===== src/rtl/core/ecb_pkg.sv =====
// ----------------------------------------------------------------------------
// ecb_pkg
// Shared types and constants for the error code LED blinker.
// ----------------------------------------------------------------------------
package ecb_pkg;

  localparam int CODE_BITS_DEF  = 16;
  localparam int UNIT_W         = 16;
  localparam int LONG_W         = 3;
  localparam int TICK_W         = UNIT_W + LONG_W;
  localparam int APB_AW         = 3;
  localparam int APB_DW         = 32;

  localparam logic [UNIT_W-1:0] UNIT_TICKS_RST = UNIT_W'(200);
  localparam logic [LONG_W-1:0] LONG_UNITS_RST = LONG_W'(3);

  typedef enum logic {
    REG_UNIT_TICKS = 1'b0,
    REG_LONG_UNITS = 1'b1
  } reg_idx_t;

  typedef enum logic [2:0] {
    PH_IDLE  = 3'd0,
    PH_LEAD  = 3'd1,
    PH_ON    = 3'd2,
    PH_GAP   = 3'd3,
    PH_CLOSE = 3'd4
  } phase_t;

  typedef enum logic {
    KIND_START = 1'b0,
    KIND_TICK  = 1'b1
  } kind_t;

  typedef struct packed {
    logic [UNIT_W-1:0] unit_ticks;
    logic [LONG_W-1:0] long_units;
  } cfg_t;

  typedef struct packed {
    logic led;
    logic busy_res;
    logic done_res;
  } res_t;

endpackage


===== src/rtl/core/ecb_in_if.sv =====
// ----------------------------------------------------------------------------
// ecb_in_if
// Input channel: start and tick transactions.
// ----------------------------------------------------------------------------
interface ecb_in_if #(
  parameter int CODE_BITS = 16
);
  logic                        valid;
  logic                        ready;
  logic                        kind;
  logic signed [CODE_BITS-1:0] code;

  modport source (output valid, output kind, output code, input ready);
  modport sink   (input valid, input kind, input code, output ready);
endinterface


===== src/rtl/core/ecb_out_if.sv =====
// ----------------------------------------------------------------------------
// ecb_out_if
// Result channel: LED level and status per transaction.
// ----------------------------------------------------------------------------
interface ecb_out_if;
  logic valid;
  logic ready;
  logic led;
  logic busy_res;
  logic done_res;

  modport source (output valid, output led, output busy_res, output done_res, input ready);
  modport sink   (input valid, input led, input busy_res, input done_res, output ready);
endinterface


===== src/rtl/core/ecb_cfg.sv =====
// ----------------------------------------------------------------------------
// ecb_cfg
// APB register block holding unit_ticks and long_units.
// ----------------------------------------------------------------------------
module ecb_cfg
  import ecb_pkg::*;
(
  input  logic              clk,
  input  logic              rst_n,
  input  logic              psel,
  input  logic              penable,
  input  logic              pwrite,
  input  logic [APB_AW-1:0] paddr,
  input  logic [APB_DW-1:0] pwdata,
  output logic [APB_DW-1:0] prdata,
  output logic              pready,
  output cfg_t              cfg
);

  logic [UNIT_W-1:0] unit_ticks_r;
  logic [LONG_W-1:0] long_units_r;
  logic              wr_en;
  reg_idx_t          idx;

  assign pready = 1'b1;
  assign wr_en  = psel && penable && pwrite && pready;
  assign idx    = reg_idx_t'(paddr[2]);

  always_ff @(posedge clk) begin
    if (!rst_n) begin
      unit_ticks_r <= UNIT_TICKS_RST;
      long_units_r <= LONG_UNITS_RST;
    end else if (wr_en) begin
      case (idx)
        REG_UNIT_TICKS: unit_ticks_r <= pwdata[UNIT_W-1:0];
        REG_LONG_UNITS: long_units_r <= pwdata[LONG_W-1:0];
        default: ;
      endcase
    end
  end

  always_comb begin
    case (idx)
      REG_UNIT_TICKS: prdata = APB_DW'(unit_ticks_r);
      REG_LONG_UNITS: prdata = APB_DW'(long_units_r);
      default:        prdata = '0;
    endcase
  end

  assign cfg.unit_ticks = unit_ticks_r;
  assign cfg.long_units = long_units_r;

endmodule


===== src/rtl/core/ecb_core.sv =====
// ----------------------------------------------------------------------------
// ecb_core
// Pattern sequencer: updates phase and timer per accepted transaction and
// forms its result.
// ----------------------------------------------------------------------------
module ecb_core
  import ecb_pkg::*;
#(
  parameter int CODE_BITS = CODE_BITS_DEF
)(
  input  logic                 clk,
  input  logic                 rst_n,
  input  logic                 accept,
  input  logic                 kind,
  input  logic [CODE_BITS-1:0] code,
  input  cfg_t                 cfg,
  output res_t                 res
);

  localparam int SL_W = $clog2(CODE_BITS);

  phase_t              phase_r, phase_nxt;
  logic [TICK_W-1:0]   tick_count_r, tick_count_nxt;
  logic [CODE_BITS-1:0] symbol_bits_r, symbol_bits_nxt;
  logic [SL_W-1:0]     symbols_left_r, symbols_left_nxt;
  logic                current_long_r, current_long_nxt;

  logic [CODE_BITS-1:0] mag;
  logic                 load_long;
  logic [SL_W-1:0]      top;
  logic [UNIT_W-1:0]    unit_len;
  logic [LONG_W-1:0]    mult;
  logic [TICK_W-1:0]    phase_len;
  logic [TICK_W-1:0]    tick_inc;
  logic [SL_W-1:0]      sl_dec;

  // magnitude: code when positive, 1 - code when negative
  always_comb begin
    if (code == '0) begin
      mag       = '0;
      load_long = 1'b0;
    end else if (code[CODE_BITS-1]) begin
      mag       = ~code + CODE_BITS'(2);
      load_long = 1'b0;
    end else begin
      mag       = code;
      load_long = 1'b1;
    end
  end

  always_comb begin
    top = '0;
    for (int i = 1; i < CODE_BITS; i++) begin
      if (mag[i]) top = SL_W'(i);
    end
  end

  assign unit_len  = (cfg.unit_ticks == '0) ? UNIT_W'(1) : cfg.unit_ticks;
  assign mult      = ((phase_r == PH_ON) && current_long_r) ?
                     ((cfg.long_units == '0) ? LONG_W'(1) : cfg.long_units) : LONG_W'(1);
  assign phase_len = TICK_W'(unit_len) * TICK_W'(mult);
  assign tick_inc  = tick_count_r + TICK_W'(1);
  assign sl_dec    = symbols_left_r - SL_W'(1);

  always_comb begin
    phase_nxt        = phase_r;
    tick_count_nxt   = tick_count_r;
    symbol_bits_nxt  = symbol_bits_r;
    symbols_left_nxt = symbols_left_r;
    current_long_nxt = current_long_r;
    if (accept) begin
      if (kind == KIND_START) begin
        if (phase_r == PH_IDLE) begin
          symbol_bits_nxt  = mag;
          symbols_left_nxt = top;
          current_long_nxt = load_long;
          tick_count_nxt   = '0;
          phase_nxt        = PH_LEAD;
        end
      end else if (phase_r != PH_IDLE) begin
        tick_count_nxt = tick_inc;
        if (tick_inc >= phase_len) begin
          tick_count_nxt = '0;
          case (phase_r)
            PH_LEAD: phase_nxt = PH_ON;
            PH_ON:   phase_nxt = PH_GAP;
            PH_GAP: begin
              if (symbols_left_r != '0) begin
                current_long_nxt = symbol_bits_r[sl_dec];
                symbols_left_nxt = sl_dec;
                phase_nxt        = PH_ON;
              end else begin
                phase_nxt = PH_CLOSE;
              end
            end
            default: phase_nxt = PH_IDLE;
          endcase
        end
      end
    end
  end

  always_comb begin
    res.done_res = 1'b0;
    if (kind == KIND_START) begin
      res.led      = (phase_nxt == PH_ON);
      res.busy_res = 1'b1;
    end else begin
      res.led      = (phase_r == PH_ON);
      res.busy_res = (phase_r != PH_IDLE);
      res.done_res = (phase_r == PH_CLOSE) && (phase_nxt == PH_IDLE);
    end
  end

  always_ff @(posedge clk) begin
    if (!rst_n) begin
      phase_r        <= PH_IDLE;
      tick_count_r   <= '0;
      symbol_bits_r  <= '0;
      symbols_left_r <= '0;
      current_long_r <= 1'b0;
    end else begin
      phase_r        <= phase_nxt;
      tick_count_r   <= tick_count_nxt;
      symbol_bits_r  <= symbol_bits_nxt;
      symbols_left_r <= symbols_left_nxt;
      current_long_r <= current_long_nxt;
    end
  end

endmodule


===== src/rtl/core/ecb_skid.sv =====
// ----------------------------------------------------------------------------
// ecb_skid
// Two-entry result buffer between the sequencer and the result channel.
// ----------------------------------------------------------------------------
module ecb_skid
  import ecb_pkg::*;
(
  input  logic             clk,
  input  logic             rst_n,
  input  logic             push,
  input  res_t             push_data,
  output logic             push_ready,
  ecb_out_if.source        out_ch
);

  logic [1:0] count_r, count_nxt;
  res_t       e0_r, e0_nxt;
  res_t       e1_r, e1_nxt;
  logic       pop;

  assign pop        = out_ch.valid && out_ch.ready;
  assign push_ready = (count_r != 2'd2);

  always_comb begin
    count_nxt = count_r;
    e0_nxt    = e0_r;
    e1_nxt    = e1_r;
    if (push && !pop) begin
      if (count_r == 2'd0) e0_nxt = push_data;
      else                 e1_nxt = push_data;
      count_nxt = count_r + 2'd1;
    end else if (pop && !push) begin
      e0_nxt    = e1_r;
      count_nxt = count_r - 2'd1;
    end else if (push && pop) begin
      if (count_r == 2'd1) begin
        e0_nxt = push_data;
      end else begin
        e0_nxt = e1_r;
        e1_nxt = push_data;
      end
    end
  end

  always_ff @(posedge clk) begin
    if (!rst_n) count_r <= 2'd0;
    else        count_r <= count_nxt;
  end

  always_ff @(posedge clk) begin
    e0_r <= e0_nxt;
    e1_r <= e1_nxt;
  end

  assign out_ch.valid    = (count_r != 2'd0);
  assign out_ch.led      = e0_r.led;
  assign out_ch.busy_res = e0_r.busy_res;
  assign out_ch.done_res = e0_r.done_res;

endmodule


===== src/rtl/core/error_code_led_blinker.sv =====
// ----------------------------------------------------------------------------
// error_code_led_blinker
// Shows a signed error code on an LED as a binary Morse pattern.
// ----------------------------------------------------------------------------
// One start or tick transaction is taken every clock; each yields one result
// transaction, registered into a two-entry output buffer, so the input only
// stalls when it is full. The rate is set by the sequencer's phase and timer
// update. The user is to write unit_ticks (0x0) and long_units (0x4)
// over APB while no transaction is in flight; the block does not enforce it.
// A new value applies from the next tick, also in the middle of a pattern.
module error_code_led_blinker
  import ecb_pkg::*;
#(
  parameter int CODE_BITS = CODE_BITS_DEF
)(
  input  logic              clk,
  input  logic              rst_n,
  ecb_in_if.sink            in_ch,
  ecb_out_if.source         out_ch,
  input  logic              psel,
  input  logic              penable,
  input  logic              pwrite,
  input  logic [APB_AW-1:0] paddr,
  input  logic [APB_DW-1:0] pwdata,
  output logic [APB_DW-1:0] prdata,
  output logic              pready
);

  cfg_t cfg;
  res_t res;
  logic accept;
  logic push_ready;

  assign in_ch.ready = push_ready;
  assign accept      = in_ch.valid && in_ch.ready;

  ecb_cfg u_cfg (
    .clk     (clk),
    .rst_n   (rst_n),
    .psel    (psel),
    .penable (penable),
    .pwrite  (pwrite),
    .paddr   (paddr),
    .pwdata  (pwdata),
    .prdata  (prdata),
    .pready  (pready),
    .cfg     (cfg)
  );

  ecb_core #(
    .CODE_BITS (CODE_BITS)
  ) u_core (
    .clk    (clk),
    .rst_n  (rst_n),
    .accept (accept),
    .kind   (in_ch.kind),
    .code   (in_ch.code),
    .cfg    (cfg),
    .res    (res)
  );

  ecb_skid u_skid (
    .clk        (clk),
    .rst_n      (rst_n),
    .push       (accept),
    .push_data  (res),
    .push_ready (push_ready),
    .out_ch     (out_ch)
  );

  a_done_busy: assert property (@(posedge clk) disable iff (!rst_n)
    (out_ch.valid && out_ch.done_res) |-> out_ch.busy_res)
    else $error("done without busy");

  a_led_busy: assert property (@(posedge clk) disable iff (!rst_n)
    (out_ch.valid && out_ch.led) |-> out_ch.busy_res)
    else $error("led on while idle");

  a_accept_result: assert property (@(posedge clk) disable iff (!rst_n)
    accept |=> out_ch.valid)
    else $error("accepted transaction produced no result");

endmodule


===== src/flat_wrapper.sv =====
// flat-port wrapper written by rule: the top's interface ports become plain ports
module error_code_led_blinker_flat import ecb_pkg::*;
#(
  parameter int CODE_BITS = CODE_BITS_DEF
)
  (clk, rst_n, psel, penable, pwrite, paddr, pwdata, prdata, pready, in_ch_valid, in_ch_kind, in_ch_code, in_ch_ready, out_ch_valid, out_ch_led, out_ch_busy_res, out_ch_done_res, out_ch_ready);
  ecb_in_if #(.CODE_BITS(CODE_BITS)) in_ch_i ();
  ecb_out_if out_ch_i ();
  input  logic clk;
  input  logic rst_n;
  input  logic psel;
  input  logic penable;
  input  logic pwrite;
  input  logic [APB_AW-1:0] paddr;
  input  logic [APB_DW-1:0] pwdata;
  output logic [APB_DW-1:0] prdata;
  output logic pready;
  input wire logic [$bits(in_ch_i.valid)-1:0] in_ch_valid;
  input wire logic [$bits(in_ch_i.kind)-1:0] in_ch_kind;
  input wire logic [$bits(in_ch_i.code)-1:0] in_ch_code;
  output wire logic [$bits(in_ch_i.ready)-1:0] in_ch_ready;
  output wire logic [$bits(out_ch_i.valid)-1:0] out_ch_valid;
  output wire logic [$bits(out_ch_i.led)-1:0] out_ch_led;
  output wire logic [$bits(out_ch_i.busy_res)-1:0] out_ch_busy_res;
  output wire logic [$bits(out_ch_i.done_res)-1:0] out_ch_done_res;
  input wire logic [$bits(out_ch_i.ready)-1:0] out_ch_ready;
  assign in_ch_i.valid = in_ch_valid;
  assign in_ch_i.kind = in_ch_kind;
  assign in_ch_i.code = in_ch_code;
  assign in_ch_ready = in_ch_i.ready;
  assign out_ch_valid = out_ch_i.valid;
  assign out_ch_led = out_ch_i.led;
  assign out_ch_busy_res = out_ch_i.busy_res;
  assign out_ch_done_res = out_ch_i.done_res;
  assign out_ch_i.ready = out_ch_ready;
  error_code_led_blinker #(.CODE_BITS(CODE_BITS)) u_core (.clk(clk), .rst_n(rst_n), .in_ch(in_ch_i), .out_ch(out_ch_i), .psel(psel), .penable(penable), .pwrite(pwrite), .paddr(paddr), .pwdata(pwdata), .prdata(prdata), .pready(pready));
endmodule

===== config.mk =====
export PLATFORM = sky130hd
export DESIGN_NAME = error_code_led_blinker_flat
export DESIGN_NICKNAME = d
export VERILOG_FILES = /design/src/rtl/core/ecb_pkg.sv /design/src/rtl/core/ecb_in_if.sv /design/src/rtl/core/ecb_out_if.sv /design/src/rtl/core/ecb_cfg.sv /design/src/rtl/core/ecb_core.sv /design/src/rtl/core/ecb_skid.sv /design/src/rtl/core/error_code_led_blinker.sv /design/src/flat_wrapper.sv
export SDC_FILE = /design/constraint.sdc
export NUM_CORES = 1
export LEC_CHECK = 0
export ABC_AREA = 1
export BUFFER_PORTS_ARGS = -buffer_cell sky130_fd_sc_hd__buf_2
export CAP_MARGIN = 15
export CORE_ASPECT_RATIO = 0.7
export CORE_MARGIN = 3
export CORE_UTILIZATION = 58
export CTS_CLUSTER_SIZE = 40
export DETAILED_ROUTE_END_ITERATION = 12
export PLACE_DENSITY_LB_ADDON = 0.3
export SYNTH_ARGS = -nofsm -noshare
export SYNTH_HDL_FRONTEND = slang
export SYNTH_HIERARCHICAL = 1
export SYNTH_SLANG_ARGS = --single-unit

===== constraint.sdc =====
create_clock -name clk -period 5.9 [get_ports clk]
set_clock_uncertainty 0.1 [all_clocks]
set_input_delay 0.295 -clock clk [delete_from_list [all_inputs] [get_ports clk]]
set_output_delay 0.295 -clock clk [all_outputs]
set_load 0.01 [all_outputs]

## Word level (Yosys, flattened, before mapping)

Cells that the tools add are included.

| storage, ports and cells | value |
|---|---|
| register bits | 70 |
| output and inout bits | 38 |
| input port bits | 59 |
| word-level logic and storage cells | 133 |

| cells by class | value |
|---|---|
| multiply operators | 1 |
| $lt $le $gt $ge | 2 |
| muxes and demuxes | 62 |
| equality and inequality tests | 15 |
| reductions and logical operators | 31 |
| bitwise gates (word level) | 3 |
| $add $sub $neg | 5 |

Operators with widths:

| kind | count |
|---|---|
| 2-to-1 mux 4 bit | 20 |
| 2-to-1 mux 19 bit | 4 |
| one-hot mux 32 bit (2 select lines) | 1 |
| 2-to-1 mux 3 bit | 18 |
| 2-to-1 mux 16 bit | 3 |
| logical NOT 16 bit | 2 |
| adder 19 x 1 -> 19 bit (second input constant) | 1 |
| greater-or-equal comparator 19 bit | 1 |
| multiplier 16 x 3 -> 19 bit | 1 |
| adder 16 x 2 -> 16 bit (second input constant) | 1 |
| NOT 16 bit | 1 |
| 2-to-1 mux 1 bit | 11 |
| inequality test 2 x 1 -> 1 bit (second input constant) | 5 |
| == test 3 x 2 -> 1 bit (second input constant) | 3 |
| logical AND 1 bit | 9 |
| logical NOT 3 bit | 3 |
| one-hot mux 3 bit (3 select lines) | 1 |
| inequality test 2 bit (second input constant) | 4 |
| nonzero test 2 bit | 4 |
| 2-to-1 mux 2 bit | 3 |
| AND reduction 2 bit | 3 |
| AND reduction 3 bit | 2 |
| AND reduction 6 bit | 1 |
| nonzero test 3 bit | 2 |
| other kinds (13) | 15 |

## Longest topological paths before layout

Gate-level depths: netlist of run 1.

| depth | value |
|---|---|
| depth in word-level cells | 21 |
| depth in mapped cells | 33 |
| mapped depth without buffers | 33 |

## Modules after synthesis

The synthesis of run 1 kept the hierarchy.

By module, submodules not included:

| module | cells an instance | area each (µm²) | times used | seq. area each (µm²) |
|---|---|---|---|---|
| ecb_core | 677 | 4,564.4 | 1 | 860.8 |
| ecb_cfg | 173 | 1,103.6 | 1 | 380.4 |
| ecb_skid | 50 | 460.4 | 1 | 220.2 |
| error_code_led_blinker | 2 | 7.5 | 1 | 0.0 |

## Worst setup path after synthesis of run 1

No wires, ideal clock.

| path | value |
|---|---|
| path kind | reg2reg |
| from | register u_core.u_core.phase_r[1] |
| to | register u_core.u_skid.e0_r, in the netlist u_core/u_skid/out_ch.done_res, data pin |
| cell stages (with the launch flop) | 34 |
| buffers on the path | 0 |
| required time | 5.670 ns |
| slack | 0.667 ns |
| data arrival time | 5.003 ns |
| cells stage by stage | dfxtp_1 inv_1 nor3_2 nand3_1 a21oi_2 inv_2 nand2_1 fa_1 inv_1 ha_1 inv_1 fa_1 inv_1 a31oi_1 o21ai_1 nand3_1 nand2_1 nand3_1 and2_1 o21ai_1 xor2_1 ha_1 a21oi_1 o21ai_0 a21oi_1 a21boi_1 nand3_2 inv_2 nand2_1 a31oi_1 nand3_1 nor2_1 nand3_1 nand2_1 |

RTL lines:

| element | line | text |
|---|---|---|
| start: declaration | ecb_core.sv:22 | `phase_t phase_r, phase_nxt;` |
| start signal: assignment | ecb_core.sv:123 | `phase_r <= phase_nxt;` |
| end signal: assignment | ecb_skid.sv:51 | `e0_r <= e0_nxt;` |
| end: declaration | ecb_skid.sv:17 | `res_t e0_r, e0_nxt;` |

==> results.json, run 1 <==
{
  "antenna_found_initial": 0,
  "design_area_um2": 6910,
  "wl_per_cell_um": 12.4,
  "cp.arrival_ns": 5.66,
  "clkLatencyLatePin_ns": 0.34,
  "seq_area_frac_synth": 0.238,
  "cts_made_buffers": 9,
  "synth_edf_count": 6,
  "ant_nets": 0,
  "p_per_area_nw_per_um2": 208,
  "synth.most_common_cell": "nand2_1",
  "path_class": "register to register",
  "die_w_um": 129,
  "hold_viol": 0,
  "layout-drive-gt1-share": 0.149,
  "drt_first_pass_iters": 5,
  "holdCritPathClass": "primary input to register",
  "placed_area_um2": 6470,
  "outcome": "finished, final reports clean",
  "multiInputGateArea_um2": 4060,
  "synth_top_area_frac": 0.209,
  "cts_tree": "yes",
  "synthArstFlopShare": 0,
  "drc": 0,
  "vias": 5695,
  "gp_congestion": 0.903,
  "syn2layout_area_growth_pct": 12.6,
  "fill_cells": 865,
  "irDropWorstVdd_v": 0.000129,
  "cts_buffer_depth": 2,
  "port_buffers": 61,
  "dp_hpwl_um": 10300,
  "cts-root-buf": "clkbuf_16",
  "rr_startpoint": "u_core/u_core/phase_r[1]$_SDFF_PN0_",
  "slew_violations": 0,
  "holdPathStages": 3,
  "relSlewSlack": 0.478,
  "synth_seq_cells": 70,
  "max_slew.worst_pin.slew_ns": 0.781,
  "r2r_setup_slack_ns": 0.35,
  "cpPeakStageDelay_ns": 0.42,
  "nets": 1087,
  "syn_area_per_cell_um2": 6.80,
  "hold_buffers": 0,
  "yosys-top-cells-area": "dfxtp_1 (21%), nand2_1 (13%), ha_1 (9.8%), inv_1 (7.2%), nor2_1 (6.7%)",
  "grt-ovfl-total": 0,
  "holdPathEnd": "u_core/u_cfg/unit_ticks_r[3]$_SDFFE_PN1P_",
  "power.total_w": 0.00144,
  "fin_crit_sh": 0.940,
  "path_clk_slew_ns": 0.06,
  "reg2reg_depth": 31,
  "rows": 30,
  "io_pins": 97,
  "fp.coreArea_um2": 9980,
  "max_freq_mhz": 180,
  "critical_path.endpoint_type": "register",
  "ys.warnings.count": 6,
  "start_util": 0.615,
  "drv_cap": 0,
  "grt_pass1_wl_um": 22900,
  "synth_flop_cell": "dfxtp_1",
  "grt_max_degree": 43,
  "die_y_um": 92.1,
  "n_antenna_cell": 0,
  "crit_fanout": 5,
  "power.leakage_nw": 3.43,
  "period_needed_ns": 5.55,
  "htreeDepth": 3,
  "synthDistinctLibCells": 51,
  "finalWirelength_um": 13600,
  "syn_inst": 902,
  "critical_path_required_ns": 6.01,
  "slowest_stage": "fa_1",
  "drt-initial-drc-count": 362,
  "synth_common_cells": "nand2_1 (210), inv_1 (118), nor2_1 (110)",
  "vias_per_cell": 5.19,
  "syn_area_um2": 6140,
  "die_area_um2": 11900,
  "min_from": "pwdata[3]",
  "ff_latch_area_um2": 1460,
  "numClockSinks": 70,
  "setup_viol": 0,
  "worst_setup_path_start_kind": "register",
  "track_usage": 0.233,
  "first_global_vias": 4997,
  "synth_top_cell_by_area": "dfxtp_1",
  "r2r-end": "u_core/u_skid/out_ch.done_res$_DFFE_PP_"
}
## cell type report
type	count	share of cell area
tap	128	0.0232
multi-input combinational	678	0.587
clock inverter	7	0.0129
sequential	70	0.212
inverter	130	0.0720
timing repair buffer	76	0.0605
clock buffer	9	0.0326
## state kept, by name (all words and copies together) (netlist names)
signal and cells:
u_core/u_core/phase_r 3, u_core/u_skid/out_ch.busy_res 1, u_core/u_core/symbols_left_r 4, u_core/u_cfg/long_units_r 3, u_core/u_skid/e1_r 3, u_core/u_core/tick_count_r 19
u_core/u_cfg/unit_ticks_r 16, u_core/u_skid/count_r 2, u_core/u_skid/out_ch.led 1, u_core/u_core/symbol_bits_r 16, u_core/u_skid/out_ch.done_res 1, u_core/u_core/current_long_r 1
## critical path: cells and delay by family, from the launching register on
kind / cells / cell delay (ns)
AO/OA/AOI/OAI: 6 / 0.98
adder cells (fa/ha/maj): 4 / 1.29
buffers and inverters: 6 / 0.41
flip-flops: 1 / 0.35
AND/OR/NAND/NOR: 15 / 2.25
## per-stage QoR
stage                     instances  setup TNS (ns)   util  hold slack [ns]  setup slack [ns]
after global placement         1074               0  0.648            0.368             0.294
after CTS                      1090               0  0.679           0.0660            0.0735
after detailed placement       1074               0  0.648            0.373            0.0817
final                          1098               0  0.692           0.0724             0.352
after global routing           1098          -0.157  0.692           0.0863            -0.123
after floorplan                 917               0      -            0.321             0.667
## power breakdown
part	internal (W)	switching (W)	total (W)
combinational	0.000109	0.000206	0.000315
clock	0.000367	0.000208	0.000575
sequential	0.000522	0.0000232	0.000545
## what timing repair did
item | 4_1_cts | 5_1_grt
resized for setup | 0 | 16
hold endpoints to repair | 0 | 0
setup endpoints to repair | 0 | 28
setup buffers | 0 | 8
## worst max-delay path by stage
stage | slack [ns] | cells after the start | startpoint | endpoint
after global placement | 0.29 | 33 | u_core/u_core/phase_r[1]$_SDFF_PN0_ | u_core/u_skid/out_ch.done_res$_DFFE_PP_
after CTS | 0.07 | 30 | u_core/u_core/phase_r[1]$_SDFF_PN0_ | u_core/u_skid/out_ch.done_res$_DFFE_PP_
final | 0.35 | 31 | u_core/u_core/phase_r[1]$_SDFF_PN0_ | u_core/u_skid/out_ch.done_res$_DFFE_PP_
after global routing | -0.12 | 31 | u_core/u_core/phase_r[1]$_SDFF_PN0_ | u_core/u_skid/out_ch.done_res$_DFFE_PP_
after detailed placement | 0.08 | 30 | u_core/u_core/phase_r[1]$_SDFF_PN0_ | u_core/u_skid/out_ch.done_res$_DFFE_PP_
after floorplan | 0.67 | 33 | u_core/u_core/phase_r[1]$_SDFF_PN0_ | u_core/u_skid/out_ch.done_res$_DFFE_PP_
## cell families (layout without fill, tap and decap cells)
| logic type | after synthesis | in the layout | synth area share |
|---|---|---|---|
| simple gates | 423 | 423 | 0.309 |
| buf+inv | 169 | 222 | 0.120 |
| other cells | 2 | 17 | 0.00122 |
| mux | 1 | 1 | 0.00163 |
| xor+xnor | 40 | 40 | 0.0595 |
| fa+ha+maj | 63 | 63 | 0.147 |
| compound gates | 134 | 134 | 0.124 |
| flops | 70 | 70 | 0.238 |
## metal layers
metal	part of all wire	vias to the layer above	GRT usage
met4	0.0087	0	0.0559
met1	0.52	2538	0.365
met2	0.41	154	0.322
met3	0.058	10	0.0431
met5	0	-	0
li1	-	2993	-
## cell usage in the layout, fill, tap and decap left out, drive strengths merged
| cell type | netlist | routed |
|---|---|---|
| nand2 | 215 | 215 |
| inv | 127 | 127 |
| nor2 | 118 | 118 |
| buf | 27 | 76 |
| a21oi | 65 | 65 |
| dfxtp | 64 | 64 |
| nand3 | 59 | 59 |
| ha | 48 | 48 |
| o21ai | 43 | 43 |
| xor2 | 26 | 26 |
| conb | 2 | 17 |
| fa | 15 | 15 |
| xnor2 | 14 | 14 |
| nor3 | 11 | 11 |
| nand4 | 10 | 10 |
| clkbuf | 12 | 9 |
| nor4 | 8 | 8 |
| edfxtp | 6 | 6 |
| clkinv | 3 | 5 |
| o21bai | 4 | 4 |
| o211ai | 4 | 4 |
| clkinvlp | 0 | 3 |
| a21boi | 3 | 3 |
| o32ai | 3 | 3 |
| bufinv | 0 | 2 |
| o21a | 2 | 2 |
| and2 | 2 | 2 |
| a21o | 2 | 2 |
| o31ai | 2 | 2 |
| a31oi | 2 | 2 |
| o311ai | 1 | 1 |
| a211oi | 1 | 1 |
| a2111o | 1 | 1 |
| mux2i | 1 | 1 |
| o221ai | 1 | 1 |
(Power assumes the default switching activity.)
==> run 2: changes to the inputs <==
CELL_PAD_IN_SITES_DETAIL_PLACEMENT = 0   (was not set)
CELL_PAD_IN_SITES_GLOBAL_PLACEMENT = 1   (was not set)
CORE_UTILIZATION = 41   (was 58)
==> run 2 against run 1 <==
Final area is 1.8% higher. First-iteration DRC count fell by 3.3%. Critical path depth grew 2. Non-clock buffer count up 1. Maximum frequency shrank 0.17%. Worst hold slack lost 0.0075 ns. Sequential share of layout area fell by 0.38 points. Register-to-register slack hardly changed. Global-route usage shrank 5.8 points. Clock power down 5.9%. Clock-buffer cell count rose by 1. Power is 1.1% lower. Largest cell class unchanged. Largest power group is now registers. Highest routed layer unchanged.
==> results.json, run 2 (same netlist as run 1, synthesis figures left out) <==
{
  "outcome": "finished, final reports clean",
  "period_needed_ns": 5.56,
  "numClockSinks": 70,
  "layout-drive-gt1-share": 0.149,
  "irDropWorstVdd_v": 0.000123,
  "slowest_stage": "fa_1",
  "path_class": "register to register",
  "slew_violations": 0,
  "relSlewSlack": 0.485,
  "holdCritPathClass": "primary input to register",
  "p_per_area_nw_per_um2": 202,
  "fin_cells": 1161,
  "drc": 0,
  "r2r_setup_slack_ns": 0.34,
  "cts_made_buffers": 9,
  "min_from": "pwdata[7]",
  "drt-initial-drc-count": 350,
  "die_area_um2": 16500,
  "syn2layout_area_growth_pct": 14.7,
  "crit_fanout": 9,
  "place_inst": 1138,
  "cts-root-buf": "clkbuf_16",
  "r2r-end": "u_core/u_core/tick_count_r[0]$_SDFFE_PN0P_",
  "fill_cells": 1473,
  "worst_setup_path_start_kind": "register",
  "crit_buf_inv": 8,
  "top_regs": "u_core/u_core/tick_count_r x19, u_core/u_cfg/unit_ticks_r x16, u_core/u_core/symbol_bits_r x16",
  "wl_per_cell_um": 12.7,
  "max_freq_mhz": 180,
  "drv_cap": 0,
  "clkLatencyLatePin_ns": 0.34,
  "hold_buffers": 0,
  "grt_pass1_wl_um": 24300,
  "grt-ovfl-total": 0,
  "hold_viol": 0,
  "antenna_found_initial": 0,
  "cts_buffer_depth": 2,
  "n_antenna_cell": 0,
  "path_clk_slew_ns": 0.06,
  "critical_path.endpoint_type": "register",
  "port_buffers": 61,
  "dp_hpwl_um": 11100,
  "gp_congestion": 0.821,
  "cts_tree": "yes",
  "postLayoutCoreUtil": 0.493,
  "critPathTopFamily": "compound AO/OA/AOI/OAI gates",
  "vias_per_cell": 4.76,
  "reg2reg_depth": 33,
  "holdPathEnd": "u_core/u_cfg/unit_ticks_r[7]$_SDFFE_PN1P_",
  "cpPeakStageDelay_ns": 0.41,
  "finalWirelength_um": 14800,
  "start_util": 0.430,
  "vias": 5524,
  "power.leakage_nw": 3.44,
  "critical_path_required_ns": 6.05,
  "largest_reg_flops": 19,
  "max_slew.worst_pin.slew_ns": 0.771,
  "die_y_um": 108,
  "layout_commonest_cell": "nand2_1",
  "io_pins": 97,
  "ant_nets": 0,
  "first_global_vias": 4986,
  "htreeDepth": 3,
  "fin_crit_sh": 0.942,
  "die_w_um": 152,
  "rows": 36,
  "drt_first_pass_iters": 5,
  "cp.arrival_ns": 5.71,
  "setup_viol": 0,
  "track_usage": 0.175,
  "nets": 1088,
  "fp.coreArea_um2": 14300,
  "regMostFlops": "u_core/u_core/tick_count_r",
  "final_cell_mix": "nand2_1 (210), inv_1 (118), nor2_1 (109), dfxtp_1 (63)",
  "rr_startpoint": "u_core/u_core/phase_r[1]$_SDFF_PN0_",
  "grt_max_degree": 43,
  "holdPathStages": 3
}
==> run 2: how the worst max path moves through the flow <==
stage,cells after the start,endpoint,from,slack [ns]
floorplan,33,u_core/u_skid/out_ch.done_res$_DFFE_PP_,u_core/u_core/phase_r[1]$_SDFF_PN0_,0.67
global placement,34,u_core/u_skid/out_ch.done_res$_DFFE_PP_,u_core/u_core/phase_r[1]$_SDFF_PN0_,0.21
detailed placement,34,u_core/u_skid/out_ch.done_res$_DFFE_PP_,u_core/u_core/phase_r[1]$_SDFF_PN0_,0.12
CTS,34,u_core/u_skid/out_ch.done_res$_DFFE_PP_,u_core/u_core/phase_r[1]$_SDFF_PN0_,0.08
global route,33,u_core/u_core/tick_count_r[0]$_SDFFE_PN0P_,u_core/u_core/phase_r[1]$_SDFF_PN0_,-0.08
finish,33,u_core/u_core/tick_count_r[0]$_SDFFE_PN0P_,u_core/u_core/phase_r[1]$_SDFF_PN0_,0.34
==> run 2: metrics by stage <==
stage / power [W] / setup WS, ns / setup TNS (ns) / area (um^2) / hold slack, ns
3_3_place_gp: 0.000868 / 0.207 / 0 / 6560 / 0.368
2_1_floorplan: 0.000792 / 0.667 / 0 / 6190 / 0.321
5_1_grt: 0.00151 / -0.0753 / -0.737 / 7040 / 0.0765
6_report: 0.00142 / 0.342 / 0 / 7040 / 0.0650
3_5_place_dp: 0.000870 / 0.119 / 0 / 6560 / 0.372
4_1_cts: 0.00142 / 0.0764 / 0 / 6850 / 0.0570
==> run 2: worst reg2reg max path: cells and delay by family (launching register included) <==
kind / cells / cell delay [ns]
AOI/OAI and AO/OA: 10 / 1.51
DFF: 1 / 0.35
and+or+nand+nor: 11 / 1.33
adders and majority gates: 3 / 0.97
xor gates and xnor gates: 1 / 0.24
buffers and inverters: 8 / 0.97
==> run 2: final cells by class <==
type	count	area [um^2]	area share
inverter	130	492	0.0699
clock inverter	6	62.6	0.00889
tap	190	238	0.0338
multi-input combinational	678	4070	0.578
clock buffer	10	229	0.0325
timing repair buffer	77	484	0.0688
sequential	70	1460	0.208
==> run 2: where the power goes <==
group | total, W | switching [W] | internal (W)
Clock | 0.000541 | 0.000216 | 0.000326
Sequential | 0.000545 | 0.0000231 | 0.000522
Combinational | 0.000333 | 0.000214 | 0.000119
Total | 0.00142 | 0.000453 | 0.000967
==> run 2: layer usage <==
metal	up-vias	wire length, um	GRT usage
li1	2992	-	-
met1	2418	8380	0.281
met2	108	5700	0.238
met3	6	597	0.0388
met4	0	73	0.0269
met5	-	0	0
==> run 2: repair_timing <==
item                                   CTS  global route
setup buffers                            0             5
endpoints found under the hold margin    0             0
resized for setup                        0            18
setup endpoints to repair                0            28
